===== src/sv/btr_pkg.sv =====
// ----------------------------------------------------------------------------
// btr_pkg
// Shared types, constants and the glyph ROM of the bitmap text rasterizer.
// ----------------------------------------------------------------------------
`default_nettype none

package btr_pkg;

    // Font geometry
    localparam int GLYPH_ROWS  = 7;
    localparam int GLYPH_COLS  = 5;
    localparam int FONT_SIZE   = 28;
    localparam int GLYPH_IDX_W = $clog2(FONT_SIZE);
    localparam int ROW_W       = 3;
    localparam int WIDTH_W     = 3;

    // Field widths
    localparam int CODE_W      = 8;
    localparam int COORD_W     = 16;
    localparam int COORD_BITS  = 16;
    localparam int PIX_W       = 6;
    localparam int COLOR_W     = 32;
    localparam int ADV_W       = 8;   // (width+1)*pix tops out at 192
    localparam int OFF_W       = 8;   // col*pix tops out at 128, row*pix at 192

    // Pixel size limits and reset values
    localparam logic [PIX_W-1:0]   PIX_MIN     = 6'd1;
    localparam logic [PIX_W-1:0]   PIX_MAX     = 6'd32;
    localparam logic [PIX_W-1:0]   PIX_RESET   = 6'd2;
    localparam logic [COLOR_W-1:0] COLOR_RESET = 32'hFFFF_FFFF;
    localparam logic [WIDTH_W-1:0] SPACE_CELLS = 3'd4;

    // Job queue between front and back
    localparam int QUEUE_DEPTH = 2;

    // Configuration port
    localparam int CFG_IDX_W  = 1;
    localparam int CFG_DATA_W = 32;
    localparam logic [CFG_IDX_W-1:0] CFG_PIXEL_SIZE = 1'b0;
    localparam logic [CFG_IDX_W-1:0] CFG_TEXT_COLOR = 1'b1;

    // Result kinds
    localparam logic ITEM_SQUARE = 1'b0;
    localparam logic ITEM_DONE   = 1'b1;

    // Row 0 sits in the top bits, each row right-aligned to the glyph width
    typedef logic [GLYPH_ROWS*GLYPH_COLS-1:0] glyph_bits_t;

    typedef struct packed {
        logic [WIDTH_W-1:0] width;
        glyph_bits_t        bits;
    } glyph_t;

    typedef struct packed {
        logic                   known;
        logic [GLYPH_IDX_W-1:0] idx;
    } glyph_sel_t;

    // One character handed from front to back
    typedef struct packed {
        logic                   known;
        logic [GLYPH_IDX_W-1:0] glyph;
        logic [COORD_W-1:0]     x_base;    // start_x + pen offset, saturated
        logic [COORD_W-1:0]     y_base;    // start_y
        logic [COORD_W-1:0]     pen_after;
    } job_t;

    typedef enum logic [1:0] {
        BK_IDLE,
        BK_SCAN,
        BK_DONE
    } back_state_t;

    // Character byte to font index; space and everything else is unknown
    function automatic glyph_sel_t glyph_lookup(input logic [CODE_W-1:0] code);
        glyph_sel_t s;
        s.known = 1'b1;
        case (code)
            8'h43:   s.idx = 5'd0;   // C
            8'h49:   s.idx = 5'd1;   // I
            8'h4C:   s.idx = 5'd2;   // L
            8'h4D:   s.idx = 5'd3;   // M
            8'h4F:   s.idx = 5'd4;   // O
            8'h50:   s.idx = 5'd5;   // P
            8'h53:   s.idx = 5'd6;   // S
            8'h54:   s.idx = 5'd7;   // T
            8'h59:   s.idx = 5'd8;   // Y
            8'h63:   s.idx = 5'd9;   // c
            8'h65:   s.idx = 5'd10;  // e
            8'h67:   s.idx = 5'd11;  // g
            8'h68:   s.idx = 5'd12;  // h
            8'h69:   s.idx = 5'd13;  // i
            8'h6A:   s.idx = 5'd14;  // j
            8'h6E:   s.idx = 5'd15;  // n
            8'h6F:   s.idx = 5'd16;  // o
            8'h70:   s.idx = 5'd17;  // p
            8'h72:   s.idx = 5'd18;  // r
            8'h73:   s.idx = 5'd19;  // s
            8'h74:   s.idx = 5'd20;  // t
            8'h79:   s.idx = 5'd21;  // y
            8'h30:   s.idx = 5'd22;  // 0
            8'h32:   s.idx = 5'd23;  // 2
            8'h36:   s.idx = 5'd24;  // 6
            8'h2D:   s.idx = 5'd25;  // -
            8'h28:   s.idx = 5'd26;  // (
            8'h29:   s.idx = 5'd27;  // )
            default:
            begin
                s.known = 1'b0;
                s.idx   = '0;
            end
        endcase
        return s;
    endfunction

    // Glyph ROM: width, then rows top to bottom
    function automatic glyph_t glyph_rom(input logic [GLYPH_IDX_W-1:0] idx);
        glyph_t g;
        case (idx)
            5'd0:  g = {3'd5, 5'h0F, 5'h10, 5'h10, 5'h10, 5'h10, 5'h10, 5'h0F};
            5'd1:  g = {3'd3, 5'h07, 5'h02, 5'h02, 5'h02, 5'h02, 5'h02, 5'h07};
            5'd2:  g = {3'd5, 5'h10, 5'h10, 5'h10, 5'h10, 5'h10, 5'h10, 5'h1F};
            5'd3:  g = {3'd5, 5'h11, 5'h1B, 5'h15, 5'h15, 5'h11, 5'h11, 5'h11};
            5'd4:  g = {3'd5, 5'h0E, 5'h11, 5'h11, 5'h11, 5'h11, 5'h11, 5'h0E};
            5'd5:  g = {3'd5, 5'h1E, 5'h11, 5'h11, 5'h1E, 5'h10, 5'h10, 5'h10};
            5'd6:  g = {3'd5, 5'h0F, 5'h10, 5'h10, 5'h0E, 5'h01, 5'h01, 5'h1E};
            5'd7:  g = {3'd5, 5'h1F, 5'h04, 5'h04, 5'h04, 5'h04, 5'h04, 5'h04};
            5'd8:  g = {3'd5, 5'h11, 5'h11, 5'h0A, 5'h04, 5'h04, 5'h04, 5'h04};
            5'd9:  g = {3'd5, 5'h00, 5'h00, 5'h0E, 5'h10, 5'h10, 5'h10, 5'h0E};
            5'd10: g = {3'd5, 5'h00, 5'h00, 5'h0E, 5'h11, 5'h1E, 5'h10, 5'h0F};
            5'd11: g = {3'd5, 5'h00, 5'h0E, 5'h11, 5'h11, 5'h0F, 5'h01, 5'h1E};
            5'd12: g = {3'd5, 5'h10, 5'h10, 5'h1E, 5'h11, 5'h11, 5'h11, 5'h11};
            5'd13: g = {3'd1, 5'h01, 5'h00, 5'h01, 5'h01, 5'h01, 5'h01, 5'h01};
            5'd14: g = {3'd3, 5'h01, 5'h00, 5'h01, 5'h01, 5'h01, 5'h05, 5'h02};
            5'd15: g = {3'd5, 5'h00, 5'h00, 5'h1E, 5'h11, 5'h11, 5'h11, 5'h11};
            5'd16: g = {3'd5, 5'h00, 5'h00, 5'h0E, 5'h11, 5'h11, 5'h11, 5'h0E};
            5'd17: g = {3'd5, 5'h00, 5'h1E, 5'h11, 5'h11, 5'h1E, 5'h10, 5'h10};
            5'd18: g = {3'd5, 5'h00, 5'h00, 5'h16, 5'h19, 5'h10, 5'h10, 5'h10};
            5'd19: g = {3'd5, 5'h00, 5'h00, 5'h0F, 5'h10, 5'h0E, 5'h01, 5'h1E};
            5'd20: g = {3'd5, 5'h08, 5'h08, 5'h1C, 5'h08, 5'h08, 5'h09, 5'h06};
            5'd21: g = {3'd5, 5'h00, 5'h00, 5'h11, 5'h11, 5'h0F, 5'h01, 5'h1E};
            5'd22: g = {3'd5, 5'h0E, 5'h11, 5'h13, 5'h15, 5'h19, 5'h11, 5'h0E};
            5'd23: g = {3'd5, 5'h0E, 5'h11, 5'h01, 5'h02, 5'h04, 5'h08, 5'h1F};
            5'd24: g = {3'd5, 5'h06, 5'h08, 5'h10, 5'h1E, 5'h11, 5'h11, 5'h0E};
            5'd25: g = {3'd5, 5'h00, 5'h00, 5'h00, 5'h1F, 5'h00, 5'h00, 5'h00};
            5'd26: g = {3'd2, 5'h01, 5'h02, 5'h02, 5'h02, 5'h02, 5'h02, 5'h01};
            5'd27: g = {3'd2, 5'h02, 5'h01, 5'h01, 5'h01, 5'h01, 5'h01, 5'h02};
            default: g = '0;
        endcase
        return g;
    endfunction

    // One row of a glyph, shifted so that column 0 lands on the top bit
    function automatic logic [GLYPH_COLS-1:0] glyph_row_mask(
        input glyph_bits_t        bits,
        input logic [ROW_W-1:0]   row,
        input logic [WIDTH_W-1:0] width
    );
        logic [GLYPH_COLS-1:0] raw;
        raw = '0;
        if (int'(row) < GLYPH_ROWS)
        begin
            raw = bits[(GLYPH_ROWS - 1 - int'(row)) * GLYPH_COLS +: GLYPH_COLS];
        end
        return GLYPH_COLS'(raw << (WIDTH_W'(GLYPH_COLS) - width));
    endfunction

endpackage

`default_nettype wire


===== src/sv/btr_char_if.sv =====
// ----------------------------------------------------------------------------
// btr_char_if
// Character channel: one character byte plus optional string origin.
// ----------------------------------------------------------------------------
`default_nettype none

interface btr_char_if;
    logic                         valid;
    logic                         ready;
    logic [btr_pkg::CODE_W-1:0]   char_code;
    logic                         first_of_string;
    logic [btr_pkg::COORD_W-1:0]  origin_x;
    logic [btr_pkg::COORD_W-1:0]  origin_y;

    modport source (
        output valid, char_code, first_of_string, origin_x, origin_y,
        input  ready
    );

    modport sink (
        input  valid, char_code, first_of_string, origin_x, origin_y,
        output ready
    );
endinterface

`default_nettype wire


===== src/sv/btr_item_if.sv =====
// ----------------------------------------------------------------------------
// btr_item_if
// Result channel: filled squares and per-character done items.
// ----------------------------------------------------------------------------
`default_nettype none

interface btr_item_if;
    logic                         valid;
    logic                         ready;
    logic                         item_kind;
    logic [btr_pkg::COORD_W-1:0]  square_x;
    logic [btr_pkg::COORD_W-1:0]  square_y;
    logic [btr_pkg::PIX_W-1:0]    square_edge;
    logic [btr_pkg::COLOR_W-1:0]  square_color;
    logic [btr_pkg::COORD_W-1:0]  pen_offset_after;
    logic                         last_of_run;

    modport source (
        output valid, item_kind, square_x, square_y, square_edge, square_color,
               pen_offset_after, last_of_run,
        input  ready
    );

    modport sink (
        input  valid, item_kind, square_x, square_y, square_edge, square_color,
               pen_offset_after, last_of_run,
        output ready
    );
endinterface

`default_nettype wire


===== src/sv/btr_front.sv =====
// ----------------------------------------------------------------------------
// btr_front
// Accepts characters, looks up the glyph, tracks origin and pen offset and
// queues one job per character for the back end.
// ----------------------------------------------------------------------------
`default_nettype none

module btr_front #(
    parameter int COORD_BITS = btr_pkg::COORD_BITS
) (
    input  wire logic                         clk,
    input  wire logic                         rst_n,
    btr_char_if.sink                          chars,
    input  wire logic [btr_pkg::PIX_W-1:0]    pix,
    input  wire logic                         full,
    output      logic                         push,
    output      btr_pkg::job_t                push_job
);

    localparam int CW  = btr_pkg::COORD_W;
    localparam int AW  = btr_pkg::ADV_W;
    localparam logic [CW:0] ORIGIN_LIMIT = (CW+1)'((1 << COORD_BITS) - 1);
    localparam logic [COORD_BITS-1:0] COORD_MAX = '1;

    logic [COORD_BITS-1:0] start_x_reg, start_x_next;
    logic [COORD_BITS-1:0] start_y_reg, start_y_next;
    logic [COORD_BITS-1:0] pen_reg,     pen_next;

    btr_pkg::glyph_sel_t           sel;
    btr_pkg::glyph_t               glyph;
    logic [btr_pkg::WIDTH_W-1:0]   cells;
    logic [AW-1:0]                 advance;
    logic [COORD_BITS-1:0]         pen_base;
    logic [COORD_BITS:0]           pen_sum;
    logic [COORD_BITS:0]           x_sum;
    logic [COORD_BITS-1:0]         x_base;

    // Handshake: take a character whenever the queue has room
    assign chars.ready = !full;
    assign push        = chars.valid && !full;

    // Glyph lookup and advance
    always_comb
    begin
        sel     = btr_pkg::glyph_lookup(chars.char_code);
        glyph   = btr_pkg::glyph_rom(sel.idx);
        cells   = sel.known ? (glyph.width + 3'd1) : btr_pkg::SPACE_CELLS;
        advance = AW'(AW'(cells) * AW'(pix));
    end

    // Origin load and pen offset update, both saturating
    always_comb
    begin
        if (chars.first_of_string)
        begin
            start_x_next = ({1'b0, chars.origin_x} > ORIGIN_LIMIT)
                         ? COORD_MAX : COORD_BITS'(chars.origin_x);
            start_y_next = ({1'b0, chars.origin_y} > ORIGIN_LIMIT)
                         ? COORD_MAX : COORD_BITS'(chars.origin_y);
            pen_base     = '0;
        end
        else
        begin
            start_x_next = start_x_reg;
            start_y_next = start_y_reg;
            pen_base     = pen_reg;
        end

        pen_sum  = {1'b0, pen_base} + (COORD_BITS+1)'(advance);
        pen_next = pen_sum[COORD_BITS] ? COORD_MAX : pen_sum[COORD_BITS-1:0];

        x_sum    = {1'b0, start_x_next} + {1'b0, pen_base};
        x_base   = x_sum[COORD_BITS] ? COORD_MAX : x_sum[COORD_BITS-1:0];
    end

    // Job for the back end
    always_comb
    begin
        push_job.known     = sel.known;
        push_job.glyph     = sel.idx;
        push_job.x_base    = CW'(x_base);
        push_job.y_base    = CW'(start_y_next);
        push_job.pen_after = CW'(pen_next);
    end

    // String state
    always_ff @(posedge clk or negedge rst_n)
    begin
        if (!rst_n)
        begin
            start_x_reg <= '0;
            start_y_reg <= '0;
            pen_reg     <= '0;
        end
        else if (push)
        begin
            start_x_reg <= start_x_next;
            start_y_reg <= start_y_next;
            pen_reg     <= pen_next;
        end
    end

endmodule

`default_nettype wire


===== src/sv/btr_queue.sv =====
// ----------------------------------------------------------------------------
// btr_queue
// Small job FIFO that decouples character intake from square emission.
// ----------------------------------------------------------------------------
`default_nettype none

module btr_queue #(
    parameter int DEPTH = btr_pkg::QUEUE_DEPTH
) (
    input  wire logic            clk,
    input  wire logic            rst_n,
    input  wire logic            push,
    input  wire btr_pkg::job_t   push_job,
    output      logic            full,
    output      logic            not_empty,
    input  wire logic            pop,
    output      btr_pkg::job_t   head_job
);

    localparam int PTR_W = (DEPTH > 1) ? $clog2(DEPTH) : 1;
    localparam int CNT_W = $clog2(DEPTH + 1);
    localparam logic [PTR_W-1:0] LAST_SLOT = PTR_W'(DEPTH - 1);

    btr_pkg::job_t    slots_reg [DEPTH];
    logic [PTR_W-1:0] wr_ptr_reg, wr_ptr_next;
    logic [PTR_W-1:0] rd_ptr_reg, rd_ptr_next;
    logic [CNT_W-1:0] count_reg,  count_next;

    assign full      = (count_reg == CNT_W'(DEPTH));
    assign not_empty = (count_reg != '0);
    assign head_job  = slots_reg[rd_ptr_reg];

    // Pointer and fill count update
    always_comb
    begin
        wr_ptr_next = wr_ptr_reg;
        rd_ptr_next = rd_ptr_reg;
        count_next  = count_reg;
        if (push)
        begin
            wr_ptr_next = (wr_ptr_reg == LAST_SLOT) ? '0 : wr_ptr_reg + 1'b1;
        end
        if (pop)
        begin
            rd_ptr_next = (rd_ptr_reg == LAST_SLOT) ? '0 : rd_ptr_reg + 1'b1;
        end
        if (push && !pop)
        begin
            count_next = count_reg + 1'b1;
        end
        else if (pop && !push)
        begin
            count_next = count_reg - 1'b1;
        end
    end

    always_ff @(posedge clk or negedge rst_n)
    begin
        if (!rst_n)
        begin
            wr_ptr_reg <= '0;
            rd_ptr_reg <= '0;
            count_reg  <= '0;
        end
        else
        begin
            wr_ptr_reg <= wr_ptr_next;
            rd_ptr_reg <= rd_ptr_next;
            count_reg  <= count_next;
        end
    end

    // Job storage
    always_ff @(posedge clk)
    begin
        if (push)
        begin
            slots_reg[wr_ptr_reg] <= push_job;
        end
    end

endmodule

`default_nettype wire


===== src/sv/btr_back.sv =====
// ----------------------------------------------------------------------------
// btr_back
// Walks the set cells of one glyph, one square per cycle unless the output
// stalls, then emits the done item. Results leave through a registered output
// stage.
`default_nettype none

module btr_back #(
    parameter int COORD_BITS = btr_pkg::COORD_BITS
) (
    input  wire logic                         clk,
    input  wire logic                         rst_n,
    input  wire logic [btr_pkg::PIX_W-1:0]    pix,
    input  wire logic [btr_pkg::COLOR_W-1:0]  color,
    input  wire logic                         not_empty,
    output      logic                         pop,
    input  wire btr_pkg::job_t                head_job,
    btr_item_if.source                        items
);

    localparam int CW   = btr_pkg::COORD_W;
    localparam int OW   = btr_pkg::OFF_W;
    localparam int NC   = btr_pkg::GLYPH_COLS;
    localparam int RW   = btr_pkg::ROW_W;
    localparam logic [RW-1:0] LAST_ROW = RW'(btr_pkg::GLYPH_ROWS - 1);
    localparam logic [COORD_BITS-1:0] COORD_MAX = '1;

    // Sequencer state
    btr_pkg::back_state_t               state_reg,   state_next;
    logic [btr_pkg::GLYPH_IDX_W-1:0]    glyph_reg,   glyph_next;
    logic [btr_pkg::WIDTH_W-1:0]        width_reg,   width_next;
    logic [RW-1:0]                      row_reg,     row_next;
    logic [NC-1:0]                      mask_reg,    mask_next;
    logic [OW-1:0]                      row_off_reg, row_off_next;
    logic [COORD_BITS-1:0]              x_base_reg,  x_base_next;
    logic [COORD_BITS-1:0]              y_base_reg,  y_base_next;
    logic [CW-1:0]                      pen_reg,     pen_next;

    // Output stage
    logic                               out_valid_reg;
    logic                               out_kind_reg;
    logic [CW-1:0]                      out_x_reg;
    logic [CW-1:0]                      out_y_reg;
    logic [btr_pkg::PIX_W-1:0]          out_edge_reg;
    logic [btr_pkg::COLOR_W-1:0]        out_color_reg;
    logic [CW-1:0]                      out_pen_reg;
    logic                               out_last_reg;

    logic                               slot_free;
    logic                               emit_square;
    logic                               emit_done;
    btr_pkg::glyph_t                    head_glyph;
    btr_pkg::glyph_t                    cur_glyph;
    logic                               found;
    logic [btr_pkg::WIDTH_W-1:0]        col;
    logic [NC-1:0]                      pick;
    logic [NC-1:0]                      mask_left;
    logic [OW-1:0]                      col_off;
    logic [COORD_BITS:0]                x_sum;
    logic [COORD_BITS:0]                y_sum;
    logic [COORD_BITS-1:0]              sq_x;
    logic [COORD_BITS-1:0]              sq_y;

    assign slot_free  = !out_valid_reg || items.ready;
    assign head_glyph = btr_pkg::glyph_rom(head_job.glyph);
    assign cur_glyph  = btr_pkg::glyph_rom(glyph_reg);

    // Leftmost remaining cell of the current row
    always_comb
    begin
        found = 1'b0;
        col   = '0;
        pick  = '0;
        for (int i = NC - 1; i >= 0; i--)
        begin
            if (!found && mask_reg[i])
            begin
                found   = 1'b1;
                col     = btr_pkg::WIDTH_W'(NC - 1 - i);
                pick[i] = 1'b1;
            end
        end
        mask_left = mask_reg & ~pick;
    end

    // Square corner, saturated
    always_comb
    begin
        col_off = OW'(OW'(col) * OW'(pix));
        x_sum   = {1'b0, x_base_reg} + (COORD_BITS+1)'(col_off);
        y_sum   = {1'b0, y_base_reg} + (COORD_BITS+1)'(row_off_reg);
        sq_x    = x_sum[COORD_BITS] ? COORD_MAX : x_sum[COORD_BITS-1:0];
        sq_y    = y_sum[COORD_BITS] ? COORD_MAX : y_sum[COORD_BITS-1:0];
    end

    // Sequencer: next state and outputs
    always_comb
    begin
        state_next   = state_reg;
        glyph_next   = glyph_reg;
        width_next   = width_reg;
        row_next     = row_reg;
        mask_next    = mask_reg;
        row_off_next = row_off_reg;
        x_base_next  = x_base_reg;
        y_base_next  = y_base_reg;
        pen_next     = pen_reg;
        pop          = 1'b0;
        emit_square  = 1'b0;
        emit_done    = 1'b0;

        case (state_reg)
            btr_pkg::BK_IDLE:
            begin
                if (not_empty)
                begin
                    pop          = 1'b1;
                    glyph_next   = head_job.glyph;
                    width_next   = head_glyph.width;
                    row_next     = '0;
                    row_off_next = '0;
                    mask_next    = btr_pkg::glyph_row_mask(head_glyph.bits, '0,
                                                           head_glyph.width);
                    x_base_next  = COORD_BITS'(head_job.x_base);
                    y_base_next  = COORD_BITS'(head_job.y_base);
                    pen_next     = head_job.pen_after;
                    state_next   = head_job.known ? btr_pkg::BK_SCAN
                                                  : btr_pkg::BK_DONE;
                end
            end

            btr_pkg::BK_SCAN:
            begin
                if (found)
                begin
                    if (slot_free)
                    begin
                        emit_square = 1'b1;
                        mask_next   = mask_left;
                    end
                end
                // Row finished (or empty): step to the next one
                if (!found || (slot_free && (mask_left == '0)))
                begin
                    if (row_reg == LAST_ROW)
                    begin
                        state_next = btr_pkg::BK_DONE;
                    end
                    else
                    begin
                        row_next     = row_reg + 1'b1;
                        row_off_next = row_off_reg + OW'(pix);
                        mask_next    = btr_pkg::glyph_row_mask(cur_glyph.bits,
                                                               row_reg + 1'b1,
                                                               width_reg);
                    end
                end
            end

            btr_pkg::BK_DONE:
            begin
                if (slot_free)
                begin
                    emit_done  = 1'b1;
                    state_next = btr_pkg::BK_IDLE;
                end
            end

            default:
            begin
                state_next = btr_pkg::BK_IDLE;
            end
        endcase
    end

    // Sequencer registers
    always_ff @(posedge clk or negedge rst_n)
    begin
        if (!rst_n)
        begin
            state_reg <= btr_pkg::BK_IDLE;
        end
        else
        begin
            state_reg <= state_next;
        end
    end

    always_ff @(posedge clk)
    begin
        glyph_reg   <= glyph_next;
        width_reg   <= width_next;
        row_reg     <= row_next;
        mask_reg    <= mask_next;
        row_off_reg <= row_off_next;
        x_base_reg  <= x_base_next;
        y_base_reg  <= y_base_next;
        pen_reg     <= pen_next;
    end

    // Output stage valid
    always_ff @(posedge clk or negedge rst_n)
    begin
        if (!rst_n)
        begin
            out_valid_reg <= 1'b0;
        end
        else if (slot_free)
        begin
            out_valid_reg <= emit_square || emit_done;
        end
    end

    // Output stage payload
    always_ff @(posedge clk)
    begin
        if (emit_square)
        begin
            out_kind_reg  <= btr_pkg::ITEM_SQUARE;
            out_x_reg     <= CW'(sq_x);
            out_y_reg     <= CW'(sq_y);
            out_edge_reg  <= pix;
            out_color_reg <= color;
            out_pen_reg   <= '0;
            out_last_reg  <= 1'b0;
        end
        else if (emit_done)
        begin
            out_kind_reg  <= btr_pkg::ITEM_DONE;
            out_x_reg     <= '0;
            out_y_reg     <= '0;
            out_edge_reg  <= '0;
            out_color_reg <= '0;
            out_pen_reg   <= pen_reg;
            out_last_reg  <= 1'b1;
        end
    end

    assign items.valid            = out_valid_reg;
    assign items.item_kind        = out_kind_reg;
    assign items.square_x         = out_x_reg;
    assign items.square_y         = out_y_reg;
    assign items.square_edge      = out_edge_reg;
    assign items.square_color     = out_color_reg;
    assign items.pen_offset_after = out_pen_reg;
    assign items.last_of_run      = out_last_reg;

    // Checks
    a_row_in_glyph: assert property (@(posedge clk) disable iff (!rst_n)
        (state_reg == btr_pkg::BK_SCAN) |-> (row_reg <= LAST_ROW))
        else $error("scan row past last glyph row");

    a_mask_in_width: assert property (@(posedge clk) disable iff (!rst_n)
        (state_reg == btr_pkg::BK_SCAN) |-> (NC'(mask_reg << width_reg) == '0))
        else $error("cell mask outside glyph width");

    a_pop_has_job: assert property (@(posedge clk) disable iff (!rst_n)
        pop |-> (not_empty && (state_reg == btr_pkg::BK_IDLE)))
        else $error("job popped from empty queue or while busy");

    a_square_edge: assert property (@(posedge clk) disable iff (!rst_n)
        (out_valid_reg && (out_kind_reg == btr_pkg::ITEM_SQUARE))
        |-> ((out_edge_reg >= btr_pkg::PIX_MIN) && (out_edge_reg <= btr_pkg::PIX_MAX)))
        else $error("square edge out of range");

endmodule

`default_nettype wire


===== src/sv/bitmap_text_rasterizer.sv =====
// With the back end idle, an accepted character goes into the job queue, is popped into
// the back-end sequencer registers, and its first result is then registered in the
// output stage. Per character: load the job, one square per set glyph cell, a step over
// each empty row, then the done item (a space or unknown byte gets only that). Throughput:
// one result per cycle over set cells unless the output stalls; a full queue stalls input.
// Reset: pixel_size 2, text_color all ones, origin and pen offset zero, queue empty.
// ----------------------------------------------------------------------------
// bitmap_text_rasterizer
// Character generator for a 7-row bitmap font: intake front, job queue and
// square-emitting back end, plus the configuration registers.
// ----------------------------------------------------------------------------
`default_nettype none

module bitmap_text_rasterizer #(
    parameter int COORD_BITS  = btr_pkg::COORD_BITS,
    parameter int QUEUE_DEPTH = btr_pkg::QUEUE_DEPTH
) (
    input  wire logic                              clk,
    input  wire logic                              rst_n,
    input  wire logic                              cfg_we,
    input  wire logic [btr_pkg::CFG_IDX_W-1:0]     cfg_index,
    input  wire logic [btr_pkg::CFG_DATA_W-1:0]    cfg_data,
    btr_char_if.sink                               chars,
    btr_item_if.source                             items
);

    localparam int PW = btr_pkg::PIX_W;

    logic [PW-1:0]                  pixel_size_reg;
    logic [btr_pkg::COLOR_W-1:0]    text_color_reg;
    logic [PW-1:0]                  pix;

    logic                           push;
    logic                           full;
    logic                           not_empty;
    logic                           pop;
    btr_pkg::job_t                  push_job;
    btr_pkg::job_t                  head_job;

    // Configuration registers
    always_ff @(posedge clk or negedge rst_n)
    begin
        if (!rst_n)
        begin
            pixel_size_reg <= btr_pkg::PIX_RESET;
            text_color_reg <= btr_pkg::COLOR_RESET;
        end
        else if (cfg_we)
        begin
            case (cfg_index)
                btr_pkg::CFG_PIXEL_SIZE: pixel_size_reg <= cfg_data[PW-1:0];
                btr_pkg::CFG_TEXT_COLOR: text_color_reg <= cfg_data[btr_pkg::COLOR_W-1:0];
                default: ;
            endcase
        end
    end

    // Pixel size clamped to 1..32
    always_comb
    begin
        if (pixel_size_reg < btr_pkg::PIX_MIN)
        begin
            pix = btr_pkg::PIX_MIN;
        end
        else if (pixel_size_reg > btr_pkg::PIX_MAX)
        begin
            pix = btr_pkg::PIX_MAX;
        end
        else
        begin
            pix = pixel_size_reg;
        end
    end

    btr_front #(
        .COORD_BITS (COORD_BITS)
    ) u_front (
        .clk      (clk),
        .rst_n    (rst_n),
        .chars    (chars),
        .pix      (pix),
        .full     (full),
        .push     (push),
        .push_job (push_job)
    );

    btr_queue #(
        .DEPTH (QUEUE_DEPTH)
    ) u_queue (
        .clk       (clk),
        .rst_n     (rst_n),
        .push      (push),
        .push_job  (push_job),
        .full      (full),
        .not_empty (not_empty),
        .pop       (pop),
        .head_job  (head_job)
    );

    btr_back #(
        .COORD_BITS (COORD_BITS)
    ) u_back (
        .clk       (clk),
        .rst_n     (rst_n),
        .pix       (pix),
        .color     (text_color_reg),
        .not_empty (not_empty),
        .pop       (pop),
        .head_job  (head_job),
        .items     (items)
    );

endmodule

`default_nettype wire

===== src/flat_wrapper.sv =====
// flat-port wrapper written by rule: the top's interface ports become plain ports
module bitmap_text_rasterizer_flat 
#(
    parameter int COORD_BITS  = btr_pkg::COORD_BITS,
    parameter int QUEUE_DEPTH = btr_pkg::QUEUE_DEPTH
)
  (clk, rst_n, cfg_we, cfg_index, cfg_data, chars_valid, chars_char_code, chars_first_of_string, chars_origin_x, chars_origin_y, chars_ready, items_valid, items_item_kind, items_square_x, items_square_y, items_square_edge, items_square_color, items_pen_offset_after, items_last_of_run, items_ready);
  btr_char_if chars_i ();
  btr_item_if items_i ();
  input  wire logic clk;
  input  wire logic rst_n;
  input  wire logic cfg_we;
  input  wire logic [btr_pkg::CFG_IDX_W-1:0] cfg_index;
  input  wire logic [btr_pkg::CFG_DATA_W-1:0] cfg_data;
  input wire logic [$bits(chars_i.valid)-1:0] chars_valid;
  input wire logic [$bits(chars_i.char_code)-1:0] chars_char_code;
  input wire logic [$bits(chars_i.first_of_string)-1:0] chars_first_of_string;
  input wire logic [$bits(chars_i.origin_x)-1:0] chars_origin_x;
  input wire logic [$bits(chars_i.origin_y)-1:0] chars_origin_y;
  output wire logic [$bits(chars_i.ready)-1:0] chars_ready;
  output wire logic [$bits(items_i.valid)-1:0] items_valid;
  output wire logic [$bits(items_i.item_kind)-1:0] items_item_kind;
  output wire logic [$bits(items_i.square_x)-1:0] items_square_x;
  output wire logic [$bits(items_i.square_y)-1:0] items_square_y;
  output wire logic [$bits(items_i.square_edge)-1:0] items_square_edge;
  output wire logic [$bits(items_i.square_color)-1:0] items_square_color;
  output wire logic [$bits(items_i.pen_offset_after)-1:0] items_pen_offset_after;
  output wire logic [$bits(items_i.last_of_run)-1:0] items_last_of_run;
  input wire logic [$bits(items_i.ready)-1:0] items_ready;
  assign chars_i.valid = chars_valid;
  assign chars_i.char_code = chars_char_code;
  assign chars_i.first_of_string = chars_first_of_string;
  assign chars_i.origin_x = chars_origin_x;
  assign chars_i.origin_y = chars_origin_y;
  assign chars_ready = chars_i.ready;
  assign items_valid = items_i.valid;
  assign items_item_kind = items_i.item_kind;
  assign items_square_x = items_i.square_x;
  assign items_square_y = items_i.square_y;
  assign items_square_edge = items_i.square_edge;
  assign items_square_color = items_i.square_color;
  assign items_pen_offset_after = items_i.pen_offset_after;
  assign items_last_of_run = items_i.last_of_run;
  assign items_i.ready = items_ready;
  bitmap_text_rasterizer #(.COORD_BITS(COORD_BITS), .QUEUE_DEPTH(QUEUE_DEPTH)) u_core (.clk(clk), .rst_n(rst_n), .cfg_we(cfg_we), .cfg_index(cfg_index), .cfg_data(cfg_data), .chars(chars_i), .items(items_i));
endmodule

===== config.mk =====
export PLATFORM = sky130hd
export DESIGN_NAME = bitmap_text_rasterizer_flat
export DESIGN_NICKNAME = d
export VERILOG_FILES = /design/src/sv/btr_pkg.sv /design/src/sv/btr_char_if.sv /design/src/sv/btr_item_if.sv /design/src/sv/btr_front.sv /design/src/sv/btr_queue.sv /design/src/sv/btr_back.sv /design/src/sv/bitmap_text_rasterizer.sv /design/src/flat_wrapper.sv
export SDC_FILE = /design/constraint.sdc
export NUM_CORES = 1
export LEC_CHECK = 0
export BUFFER_PORTS_ARGS = -buffer_cell sky130_fd_sc_hd__buf_2
export CORE_MARGIN = 3
export CORE_UTILIZATION = 61
export DETAILED_ROUTE_END_ITERATION = 8
export PLACE_DENSITY_LB_ADDON = 0.2
export RECOVER_POWER = 50
export SYNTH_ARGS = -nofsm -noshare
export SYNTH_HDL_FRONTEND = slang
export SYNTH_SLANG_ARGS = --single-unit

===== constraint.sdc =====
create_clock -name clk -period 5 [get_ports clk]
set_input_delay 1 -clock clk [delete_from_list [all_inputs] [get_ports clk]]
set_output_delay 1 -clock clk [all_outputs]
set_load 0.01 [all_outputs]

Yosys cells after proc, flatten, opt, wreduce, memory -nomap -nowiden

Memory sizes are Yosys's and may differ from the RTL's. A register that Yosys moved wholly into a read port is not among the register bits.
Cells that the tools add are included.

Bitwise gates (word level): 3
$mul: 3
Order comparisons: 3
Eq/ne operators: 37
Reductions and logical operators: 33
Add/sub/neg operators: 14
Mux-type cells: 71
Shifts and indexed selects: 3

Operators by type and width:

| cell                                                | count |
|---|---|
| equality test 8 x 7 -> 1 bit, second input constant | 22 |
| 2-to-1 mux 16 bit                                   | 10 |
| one-hot mux 5 bit (27 select lines)                 | 1 |
| 2-to-1 mux 32 bit                                   | 2 |
| 2-to-1 mux 5 bit                                    | 12 |
| adder 16 x 8 -> 17 bit                              | 3 |
| equality test 8 x 6 -> 1 bit, second input constant | 6 |
| variable part select 35 x 8 -> 5 bit                | 1 |
| OR reduction 28 bit                                 | 1 |
| 2-to-1 mux 6 bit                                    | 4 |
| 2-to-1 mux 8 bit                                    | 3 |
| 2-to-1 mux 1 bit                                    | 21 |
| 2-to-1 mux 3 bit                                    | 7 |
| adder 16 x 16 -> 17 bit                             | 1 |
| multiplier 3 x 6 -> 8 bit                           | 2 |
| one-hot mux 8 bit (2 select lines)                  | 1 |
| 2-to-1 mux 2 bit                                    | 7 |
| one-hot mux 5 bit (2 select lines)                  | 1 |
| << shifter 5 x 3 -> 5 bit                           | 2 |
| logical NOT 1 bit                                   | 9 |
| adder 8 x 6 -> 8 bit                                | 1 |
| logical AND 1 bit                                   | 8 |
| multiplier 4 x 4 -> 8 bit, second input constant    | 1 |
| != test 2 bit, second input constant                | 4 |
| 24 further kinds                                    | 37 |

Output and inout bits: 90
Logic and storage cells: 195
Bits of input ports: 79
ROM bits: 3648
Bits in registers: 252
RAM bits: 108
Memories kept: 4

Memory list:

| memory                   | depth | width | read ports | clocked after Yosys merged registers in | wr ports | line            | text |
|---|---|---|---|---|---|---|---|
| (no name shown)          | 32    | 38    | 1          | 1                                       | 0        | btr_pkg.sv:119  | `case (idx)` |
| (no name shown)          | 32    | 38    | 1          | 0                                       | 0        | btr_pkg.sv:119  |  |
| (no name shown)          | 32    | 38    | 1          | 0                                       | 0        | btr_pkg.sv:119  |  |
| u_core.u_queue.slots_reg | 2     | 54    | 1          | 0                                       | 1        | btr_queue.sv:24 | `btr_pkg::job_t slots_reg [DEPTH];` |

Depth between registers and ports, before layout

Gate-level depths: netlist (run 1).

Word-level depth: 24
Mapped depth: 33
Gate-level depth less buffers: 32

By module

A second synthesis (run 1) with hierarchy kept.

Cells, all modules: 2058
Area total of the unflattened synthesis: 22276.4 um2

By module, submodules not included:

| module                 | times used | cells an instance | area each (um2) | sequential area each (um2) |
|---|---|---|---|---|
| btr_back               | 1          | 1169              | 11554.8         | 5360.1 |
| btr_front              | 1          | 615               | 4883.4          | 1201.2 |
| btr_queue              | 1          | 184               | 4335.4          | 3343.2 |
| bitmap_text_rasterizer | 1          | 90                | 1502.7          | 992.2 |

Least setup slack after synthesis (run 1)

OpenSTA, ideal clock, no wires.

Path type: input -> register
Start: input chars_char_code[7]
End: memory u_core.u_queue.slots_reg[0][10] (netlist name), data pin
Path buffers: 2
Cell stages on the path: 29
Data arrival time: 6.332 ns
Slack: -1.596 ns
Required time: 4.735 ns
Library setup time: 0.265 ns
Cell sequence: clkbuf_1 > nor4b_1 > and2_1 > inv_1 > nand3_1 > a31oi_1 > inv_1 > ha_1 > a221o_1 > o21a_1 > o2111a_1 > a21oi_2 > nand2_1 > fa_1 > inv_1 > ha_1 > a21o_1 > a21oi_1 > o21bai_1 > a21oi_1 > xor2_1 > xnor2_1 > ha_1 > nand2_1 > o21ai_0 > clkbuf_1 > nand3_1 > xnor2_1 > or2_2

RTL lines:

| element     | line               | text |
|---|---|---|
| from (decl) | flat_wrapper.sv:16 | `input wire logic [$bits(chars_i.char_code)-1:0] chars_char_code;` |
| to (decl)   | btr_queue.sv:24    |  |

==> reports/qor.txt, run 1 <==
Power Density -> 787 mW/mm²
Setup Skew -> 0.0111 ns
Synth Net Count -> 2131
Highest routed metal layer -> met4
Post-synthesis sequential area ratio -> 0.502
Share of cells above drive strength 1 -> 0.261
FF-to-FF path depth -> 12
Slowest stage cell, crit path -> fa_1
Critical path class -> primary input to register
Mapped Area -> 0.0217 mm²
Synth top area share -> 0.346
Largest net degree at the start of global routing -> 66
Final Hold Slack -> 0.455 ns
I/O Buffers -> 168
Syn Area/Cell -> 11.1 µm²
H-Tree Depth -> 2
Gr ovfl total -> 0
CP delay by family, top -> compound AO/OA/AOI/OAI gates
Number of synthesized register bits -> 394
Final Cycle Share -> 1.21
Worst-Skew Late Latency -> 0.57 ns
Status -> finished with violations
Sequential Area -> 0.0109 mm²
DIE HEIGHT -> 195 µm
Drt pass-1 iters -> 6
Initial DRC count -> 1295
Routed wl met3 -> 3.36 mm
Min-delay src -> u_core.u_back.items.pen_offset_after[13]
Synth area leaders -> edfxtp_1 (35%), mux2_2 (8.1%), dfrtp_1 (6.9%), ha_1 (4.7%), dfxtp_1 (4.7%)
Post-layout util -> 0.742
Peak supply drop -> 697 µV
Row count -> 68
Max reg flops -> 108
Final Slew Violations -> 241
Diode count -> 0
Root buffer cell -> clkbuf_16
Remaining antenna violation count after routing -> 0
Crit path from -> chars_char_code[6]
Setup TNS -> -44.93 ns
Rel. slew slack -> -1.11
Cells after Synth -> 1954
Vias in the first global route -> 16662
Slew of the pin with the lowest slew margin -> 3.17 ns
Hold Path Class -> register to register
RSZ-0062 raised after global routing -> true
Via density -> 6.15
EDFF count, synth -> 250
Starting Density -> 0.623
Boundary Pins -> 169
Async SR Flop Fraction -> 0.236
Area added between synthesis and finish -> 18.9%
Synth Flop Type -> edfxtp_1
Fmax -> 0.166 GHz
Post-synth cell types -> 90
Fin nets -> 2410
Yosys warns -> 0
Dpl cells -> 2593
Clk pin slew, worst setup/hold paths -> 0.06 ns
Top cell by count, worst path -> a21oi_2
Tmin final -> 6.03 ns
Max_cap viols -> 6
Final wirelength -> 57.6 mm
Violated checks -> max-capacitance violations, max-slew violations, negative setup slack
Final setup margin -> -1.03 ns
Post-DP HPWL -> 39.5 mm
# hold bufs at CTS -> 0
Flop2flop setup slack -> -0.13 ns
Antenna violations before repair -> 0
Non-filler cells, final -> 2721
FF-to-FF Start -> u_core.u_back.row_reg[0]
Setup crit end -> u_core.u_queue.slots_reg[0][15]
TritonCTS clock tree -> built
Die W -> 195 µm
Core ar. -> 0.0348 mm²
Met1 wire length -> 23.2 mm
CP max stage delay -> 0.52 ns
Worst EP arrival -> 6.34 ns
DR vias -> 16734
CP Depth -> 30
Setup Viol. Count Final -> 52
Pwr Total -> 20300 µW
First-pass GRT wire length -> 90.1 mm
RD Place Congestion -> 0.922
Commonest non-fill, non-tap cells in the layout -> edfxtp_1 (250), nand2_1 (160), buf_4 (153)
Final Hold Fails -> 0
LEAKAGE -> 0.0104 µW
Cell taking the most area after synthesis -> edfxtp_1
Total CTS buffers -> 41
Area of the multi-input gates -> 0.0105 mm²
Met2 routed WL -> 29.0 mm
# fillers -> 2420
R2R Path End -> u_core.u_back.mask_reg[4]
Critical Path RT -> 5.31 ns
Buf/Inv on CP -> 4
DR WL/cell -> 21.2 µm
Crit. End Element -> register
Crit path max fanout -> 6
CTS Sinks -> 394
GRT Util Overall -> 0.295
Commonest non-fill, non-tap cell in the layout -> edfxtp_1
CP Launch Type -> primary input
Die area -> 0.0379 mm²
DRC viols -> 0
Clock Path Buffers -> 3
## worst min path at each step
stage	slack [ns]	end	cells past startpoint
finish	0.45	u_core.u_back.items.pen_offset_after[13]	2
global route	0.48	u_core.u_back.items.pen_offset_after[2]	2
CTS	0.45	u_core.u_front.start_y_reg[14]	1
detailed placement	0.45	u_core.u_back.items.pen_offset_after[13]	2
global placement	0.44	u_core.u_back.items.pen_offset_after[8]	2
floorplan	0.45	u_core.u_front.start_x_reg[1]	2
## routing by layer
metal / track usage / up-vias
li1: - / 7778
met1: 0.383 / 8186
met2: 0.504 / 645
met3: 0.0373 / 125
met4: 0.119 / 0
met5: 0 / -
## worst reg2reg max path: cells and delay by family (launching register included)
kind            cells  cell delay, ns
fa+ha+maj           1            0.37
flops               1            0.34
simple gates        3            0.94
buf+inv             3            1.85
compound gates      5            1.32
## cell families (layout without fill, tap and decap cells)
group / after synthesis / in the layout / synth area share
simple gates: 582 / 582 / 0.135
xor+xnor: 63 / 63 / 0.0262
mux: 197 / 197 / 0.108
compound gates: 437 / 437 / 0.131
flops: 394 / 394 / 0.502
fa+ha+maj: 99 / 99 / 0.0625
buf+inv: 182 / 494 / 0.0347
## through the flow
stage                     setup slack [ns]  instance area [µm²]
after detailed placement             -1.70                23700
after global routing                 -1.18                25800
after floorplan                      -1.14                21800
after global placement               -1.48                23700
after CTS                           -0.938                25600
final                                -1.03                25800
## power breakdown
group | switching, µW | internal, µW
logic | 6830 | 4280
clock network | 1300 | 1840
registers | 783 | 5260
total | 8920 | 11400
## layout make-up
| class | instances | area share |
|---|---|---|
| clock buffers | 53 | 0.0443 |
| clock inverters | 23 | 0.0101 |
| inverters | 72 | 0.0105 |
| multi-input cells | 1378 | 0.406 |
| flip-flops and latches | 394 | 0.422 |
| well taps | 455 | 0.0221 |
| repair buffers | 346 | 0.0849 |
## repair_timing
action	in CTS	in global routing
endpoints found under the setup margin	48	54
endpoints found under the hold margin	0	0
resized for setup	34	72
cloned	1	1
pin swaps	17	38
setup buffers	44	18
## synthesized netlist by cell type, types with 10 or more instances
| cell | n |
|---|---|
| edfxtp_1 | 250 |
| nand2_1 | 173 |
| mux2_2 | 157 |
| a21oi_1 | 142 |
| nor2_1 | 107 |
| ha_1 | 82 |
| o21ai_0 | 73 |
| inv_1 | 67 |
| clkbuf_1 | 62 |
| dfrtp_1 | 60 |
| dfxtp_1 | 51 |
| nand3_1 | 50 |
| and2_1 | 46 |
| nor2b_1 | 43 |
| xnor2_1 | 36 |
| nor3_1 | 34 |
| dfstp_2 | 33 |
| a211oi_1 | 28 |
| a31oi_1 | 27 |
| mux2i_1 | 26 |
| xor2_1 | 26 |
| a21o_1 | 25 |
| buf_2 | 23 |
| nand2b_1 | 23 |
| nand3b_1 | 17 |
| and3_1 | 16 |
| fa_1 | 16 |
| buf_1 | 15 |
| nor4_1 | 14 |
| o21bai_1 | 14 |
| a221oi_1 | 13 |
| nor3b_1 | 12 |
| o21a_1 | 12 |
| mux4_2 | 11 |
| o22ai_1 | 10 |
| or3_1 | 10 |
Power figures use the tool's default switching activity.
==> run 2, diff against run 1 <==
CORE_UTILIZATION = 63   (was 61)
CTS_BUF_LIST = sky130_fd_sc_hd__clkbuf_2 sky130_fd_sc_hd__clkbuf_4 sky130_fd_sc_hd__clkbuf_8   (was unset)
==> reports/qor.txt, run 2 (same netlist as run 1, synthesis figures left out) <==
FF-to-FF Start -> u_core.u_back.row_reg[0]
DRC viols -> 0
Max reg flops -> 108
Crit path max fanout -> 5
Commonest non-fill, non-tap cell in the layout -> edfxtp_1
Final wirelength -> 56.1 mm
Power Density -> 780 mW/mm²
DIE HEIGHT -> 192 µm
Status -> finished with violations
Vias in the first global route -> 16581
Critical path class -> primary input to register
TritonCTS clock tree -> built
Die W -> 192 µm
CP max stage delay -> 0.55 ns
I/O Buffers -> 168
Critical Path RT -> 5.34 ns
Crit path from -> chars_char_code[6]
Crit. End Element -> register
Dpl cells -> 2579
Drt pass-1 iters -> 5
Non-filler cells, final -> 2720
Fmax -> 0.165 GHz
Starting Density -> 0.644
CP delay by family, top -> compound AO/OA/AOI/OAI gates
Boundary Pins -> 169
Fin nets -> 2394
Antenna violations before repair -> 0
RD Place Congestion -> 0.897
Row count -> 67
DR WL/cell -> 20.6 µm
Largest net degree at the start of global routing -> 71
Remaining antenna violation count after routing -> 0
Share of cells above drive strength 1 -> 0.305
Worst-Skew Late Latency -> 0.62 ns
Tmin final -> 6.08 ns
Buf/Inv on CP -> 4
Final setup margin -> -1.08 ns
Post-DP HPWL -> 38.5 mm
Top cell by count, worst path -> a21oi_2
Setup Viol. Count Final -> 48
Violated checks -> max-capacitance violations, max-slew violations, negative setup slack
Max_cap viols -> 4
Total CTS buffers -> 67
RSZ-0062 raised after global routing -> true
Final Slew Violations -> 154
Slowest stage cell, crit path -> fa_1
First-pass GRT wire length -> 86.4 mm
Gr ovfl total -> 0
Setup Skew -> 0.0286 ns
CTS Sinks -> 394
Via density -> 6.17
Area added between synthesis and finish -> 18.1%
Flop2flop setup slack -> 0.31 ns
Setup TNS -> -46.47 ns
Final Hold Fails -> 0
Design area -> 0.0256 mm²
Setup crit end -> u_core.u_queue.slots_reg[1][10]
GRT Util Overall -> 0.297
Hold-critical path depth -> 2
R2R Path End -> u_core.u_back.mask_reg[4]
Commonest non-fill, non-tap cells in the layout -> edfxtp_1 (250), buf_2 (165), nand2_1 (160)
LEAKAGE -> 0.0106 µW
Slew of the pin with the lowest slew margin -> 3.34 ns
Initial DRC count -> 1342
DR vias -> 16782
Die area -> 0.0367 mm²
Root buffer cell -> clkbuf_8
FF-to-FF path depth -> 20
Clk pin slew, worst setup/hold paths -> 0.06 ns
# hold bufs at CTS -> 0
H-Tree Depth -> 3
Peak supply drop -> 458 µV
Final Cycle Share -> 1.22
CP Launch Type -> primary input
Clock Path Buffers -> 3
Core ar. -> 0.0337 mm²
Hold Path Class -> register to register
# fillers -> 2176
CP Depth -> 34
Rel. slew slack -> -1.23
Diode count -> 0
Dpl cell area -> 0.0236 mm²
Worst EP arrival -> 6.42 ns
-- run 2: cell type report --
class,count,area (µm²),area share
Clock buffer,110,1350,0.0525
Sequential cell,394,10900,0.425
Clock inverter,14,104,0.00405
Timing Repair Buffer,304,1930,0.0755
Multi-Input combinational cell,1378,10500,0.410
Inverter,72,270,0.0106
Tap cell,448,561,0.0219
-- run 2: power breakdown --
group | total (µW) | internal, µW | switching [µW]
logic | 10900 | 4210 | 6650
registers | 6070 | 5260 | 803
clock network | 3060 | 1760 | 1300
total | 20000 | 11200 | 8750
-- run 2: how the worst min path moves through the flow --
stage	start	to	slack [ns]
final	u_core.u_back.items.pen_offset_after[4]	u_core.u_back.items.pen_offset_after[4]	0.46
after global routing	u_core.u_back.items.pen_offset_after[3]	u_core.u_back.items.pen_offset_after[3]	0.48
after CTS	rst_n	u_core.u_front.start_y_reg[10]	0.43
after floorplan	u_core.u_front.start_x_reg[1]	u_core.u_front.start_x_reg[1]	0.45
after detailed placement	u_core.u_back.items.pen_offset_after[4]	u_core.u_back.items.pen_offset_after[4]	0.45
after global placement	u_core.u_back.items.pen_offset_after[13]	u_core.u_back.items.pen_offset_after[13]	0.44
-- run 2: per-layer routing --
| metal | share of wire | vias up | wire length (µm) | GRT usage |
|---|---|---|---|---|
| met3 | 0.063 | 156 | 3520 | 0.0482 |
| met2 | 0.50 | 720 | 27800 | 0.504 |
| met1 | 0.40 | 8135 | 22600 | 0.383 |
| met4 | 0.038 | 0 | 2120 | 0.116 |
| li1 | - | 7771 | - | - |
| met5 | 0 | - | 0 | 0 |
-- run 2: tightest hold or removal path, stage by stage (launching register included) --
cell	delay [ns]
dfxtp_1	0.31
nand2_1	0.05
a21oi_1	0.05
-- run 2: metrics by stage --
stage                     hold WS [ns]   util  worst slack [ns]  total power [µW]
after floorplan                  0.449      -             -1.14             13300
after detailed placement         0.452  0.702             -1.68             16500
after global routing             0.483  0.760             -1.27             21300
after global placement           0.439  0.702             -1.44             16200
final                            0.457  0.760             -1.08             20000
after CTS                        0.432  0.748            -0.888             19600
-- run 2: timing repair --
| item | in CTS | in global routing |
|---|---|---|
| endpoints found under the setup margin | 48 | 52 |
| gates resized for setup | 12 | 74 |
| pin swaps | 9 | 31 |
| setup buffers | 7 | 10 |
| cloned | 0 | 1 |
==> run 3, diff against run 2 <==
SETUP_SLACK_MARGIN = 0.05   (was unset)
SLEW_MARGIN = 5   (was unset)
==> reports/qor.txt, run 3 (same netlist as run 1, synthesis figures left out) <==
# hold bufs at CTS -> 0
Vias in the first global route -> 16581
Die area -> 0.0367 mm²
Final Cycle Share -> 1.22
Total CTS buffers -> 67
Hold Path Class -> register to register
Worst EP arrival -> 6.42 ns
RD Place Congestion -> 0.897
Row count -> 67
Violated checks -> max-capacitance violations, max-slew violations, negative setup slack
Share of cells above drive strength 1 -> 0.306
Design area -> 0.0256 mm²
Via density -> 6.17
Final Hold Fails -> 0
GRT Util Overall -> 0.297
Core ar. -> 0.0337 mm²
CP max stage delay -> 0.55 ns
Fin nets -> 2394
Die W -> 192 µm
Gr ovfl total -> 0
Dpl cell area -> 0.0236 mm²
Root buffer cell -> clkbuf_8
Final setup margin -> -1.08 ns
Rel. slew slack -> -1.22
Setup Skew -> 0.0282 ns
Pwr Total -> 20000 µW
Critical path class -> primary input to register
Crit. End Element -> register
I/O Buffers -> 168
DIE HEIGHT -> 192 µm
DP Worst Slack -> -1.68 ns
DR vias -> 16786
Final Slew Violations -> 154
H-Tree Depth -> 3
Status -> finished with violations
Peak supply drop -> 451 µV
Fmax -> 0.165 GHz
Final wirelength -> 56.1 mm
Power Density -> 781 mW/mm²
CP Launch Type -> primary input
Post-DP HPWL -> 38.5 mm
Critical Path RT -> 5.34 ns
LEAKAGE -> 0.0106 µW
Remaining antenna violation count after routing -> 0
Largest net degree at the start of global routing -> 71
Setup Viol. Count Final -> 48
Final Hold Slack -> 0.457 ns
DRC viols -> 0
Starting Density -> 0.644
Antenna violations before repair -> 0
Boundary Pins -> 169
Sequential Area -> 0.0109 mm²
Top cell by count, worst path -> a21oi_2
Max_cap viols -> 4
Crit path max fanout -> 5
# fillers -> 2175
Commonest non-fill, non-tap cells in the layout -> edfxtp_1 (250), buf_2 (165), nand2_1 (160)
Drt pass-1 iters -> 6
Initial DRC count -> 1326
Clk pin slew, worst setup/hold paths -> 0.06 ns
Slowest stage cell, crit path -> fa_1
Max reg flops -> 108
DR WL/cell -> 20.6 µm
Area of the multi-input gates -> 0.0105 mm²
CTS Sinks -> 394
Slew of the pin with the lowest slew margin -> 3.34 ns
Post-layout util -> 0.760
Diode count -> 0
Clock Path Buffers -> 3
First-pass GRT wire length -> 86.4 mm
RSZ-0062 raised after global routing -> true
TritonCTS clock tree -> built
Tmin final -> 6.08 ns
Area added between synthesis and finish -> 18.1%
Commonest non-fill, non-tap cell in the layout -> edfxtp_1
Worst-Skew Late Latency -> 0.62 ns
[run 3: cell types whose count changed in the layout (fill, tap and decap cells not counted)]
cell     before  now
a31oi_1      23   22
a31oi_2       0    1
[run 3: per-layer routing]
layer	share of wire	vias up	global-route usage
li1	-	7769	-
met1	0.40	8169	0.383
met2	0.50	695	0.504
met3	0.061	153	0.0482
met4	0.038	0	0.116
met5	0	-	0
[run 3: what timing repair did]
item | 4_1_cts | 5_1_grt
pin swaps | 9 | 31
cloned | 0 | 1
setup buffers | 7 | 10
setup endpoints to repair | 48 | 52
gates resized for setup | 12 | 75
[run 3: path summary, 6_finish.rpt]
| check | depth (start not counted) | end | startpoint | slack, ns |
|---|---|---|---|---|
| setup / recovery | 34 | u_core.u_queue.slots_reg[1][10] | chars_char_code[6] | -1.08 |
| hold reg to reg | 2 | u_core.u_back.items.pen_offset_after[4] | u_core.u_back.items.pen_offset_after[4] | 0.46 |
| hold / removal | 2 | u_core.u_back.items.pen_offset_after[4] | u_core.u_back.items.pen_offset_after[4] | 0.46 |
| setup reg to reg | 20 | u_core.u_back.mask_reg[4] | u_core.u_back.row_reg[0] | 0.29 |
| max in group asynchronous | 2 | u_core.pixel_size_reg[3] | rst_n | 1.16 |
| min in group asynchronous | 1 | u_core.u_front.start_y_reg[0] | rst_n | 1.50 |
[run 3: stage by stage]
step | cells | setup TNS (ns)
after floorplan | 1954 | -45.39
after global placement | 2579 | -63.31
after detailed placement | 2579 | -74.44
after CTS | 2710 | -36.54
after global routing | 2720 | -56.25
final | 2720 | -46.40
[run 3: power breakdown]
| part | internal, µW | total [µW] | switching (µW) |
|---|---|---|---|
| Combinational | 4220 | 10900 | 6660 |
| Clock | 1760 | 3060 | 1300 |
| Sequential | 5260 | 6060 | 802 |
[run 3: worst max-delay path: cells and delay by family]
| kind | cells | cell delay [ns] |
|---|---|---|
| simple gates | 11 | 1.47 |
| buf+inv | 4 | 0.39 |
| fa+ha+maj | 5 | 1.52 |
| xor+xnor | 3 | 0.43 |
| compound gates | 11 | 1.59 |
[run 3: final cells by class]
| type | instances | area share |
|---|---|---|
| clock buffers | 110 | 0.0525 |
| clock inverters | 14 | 0.00405 |
| inverters | 72 | 0.0105 |
| multi-input cells | 1378 | 0.410 |
| flip-flops and latches | 394 | 0.425 |
| well taps | 448 | 0.0219 |
| repair buffers | 304 | 0.0755 |
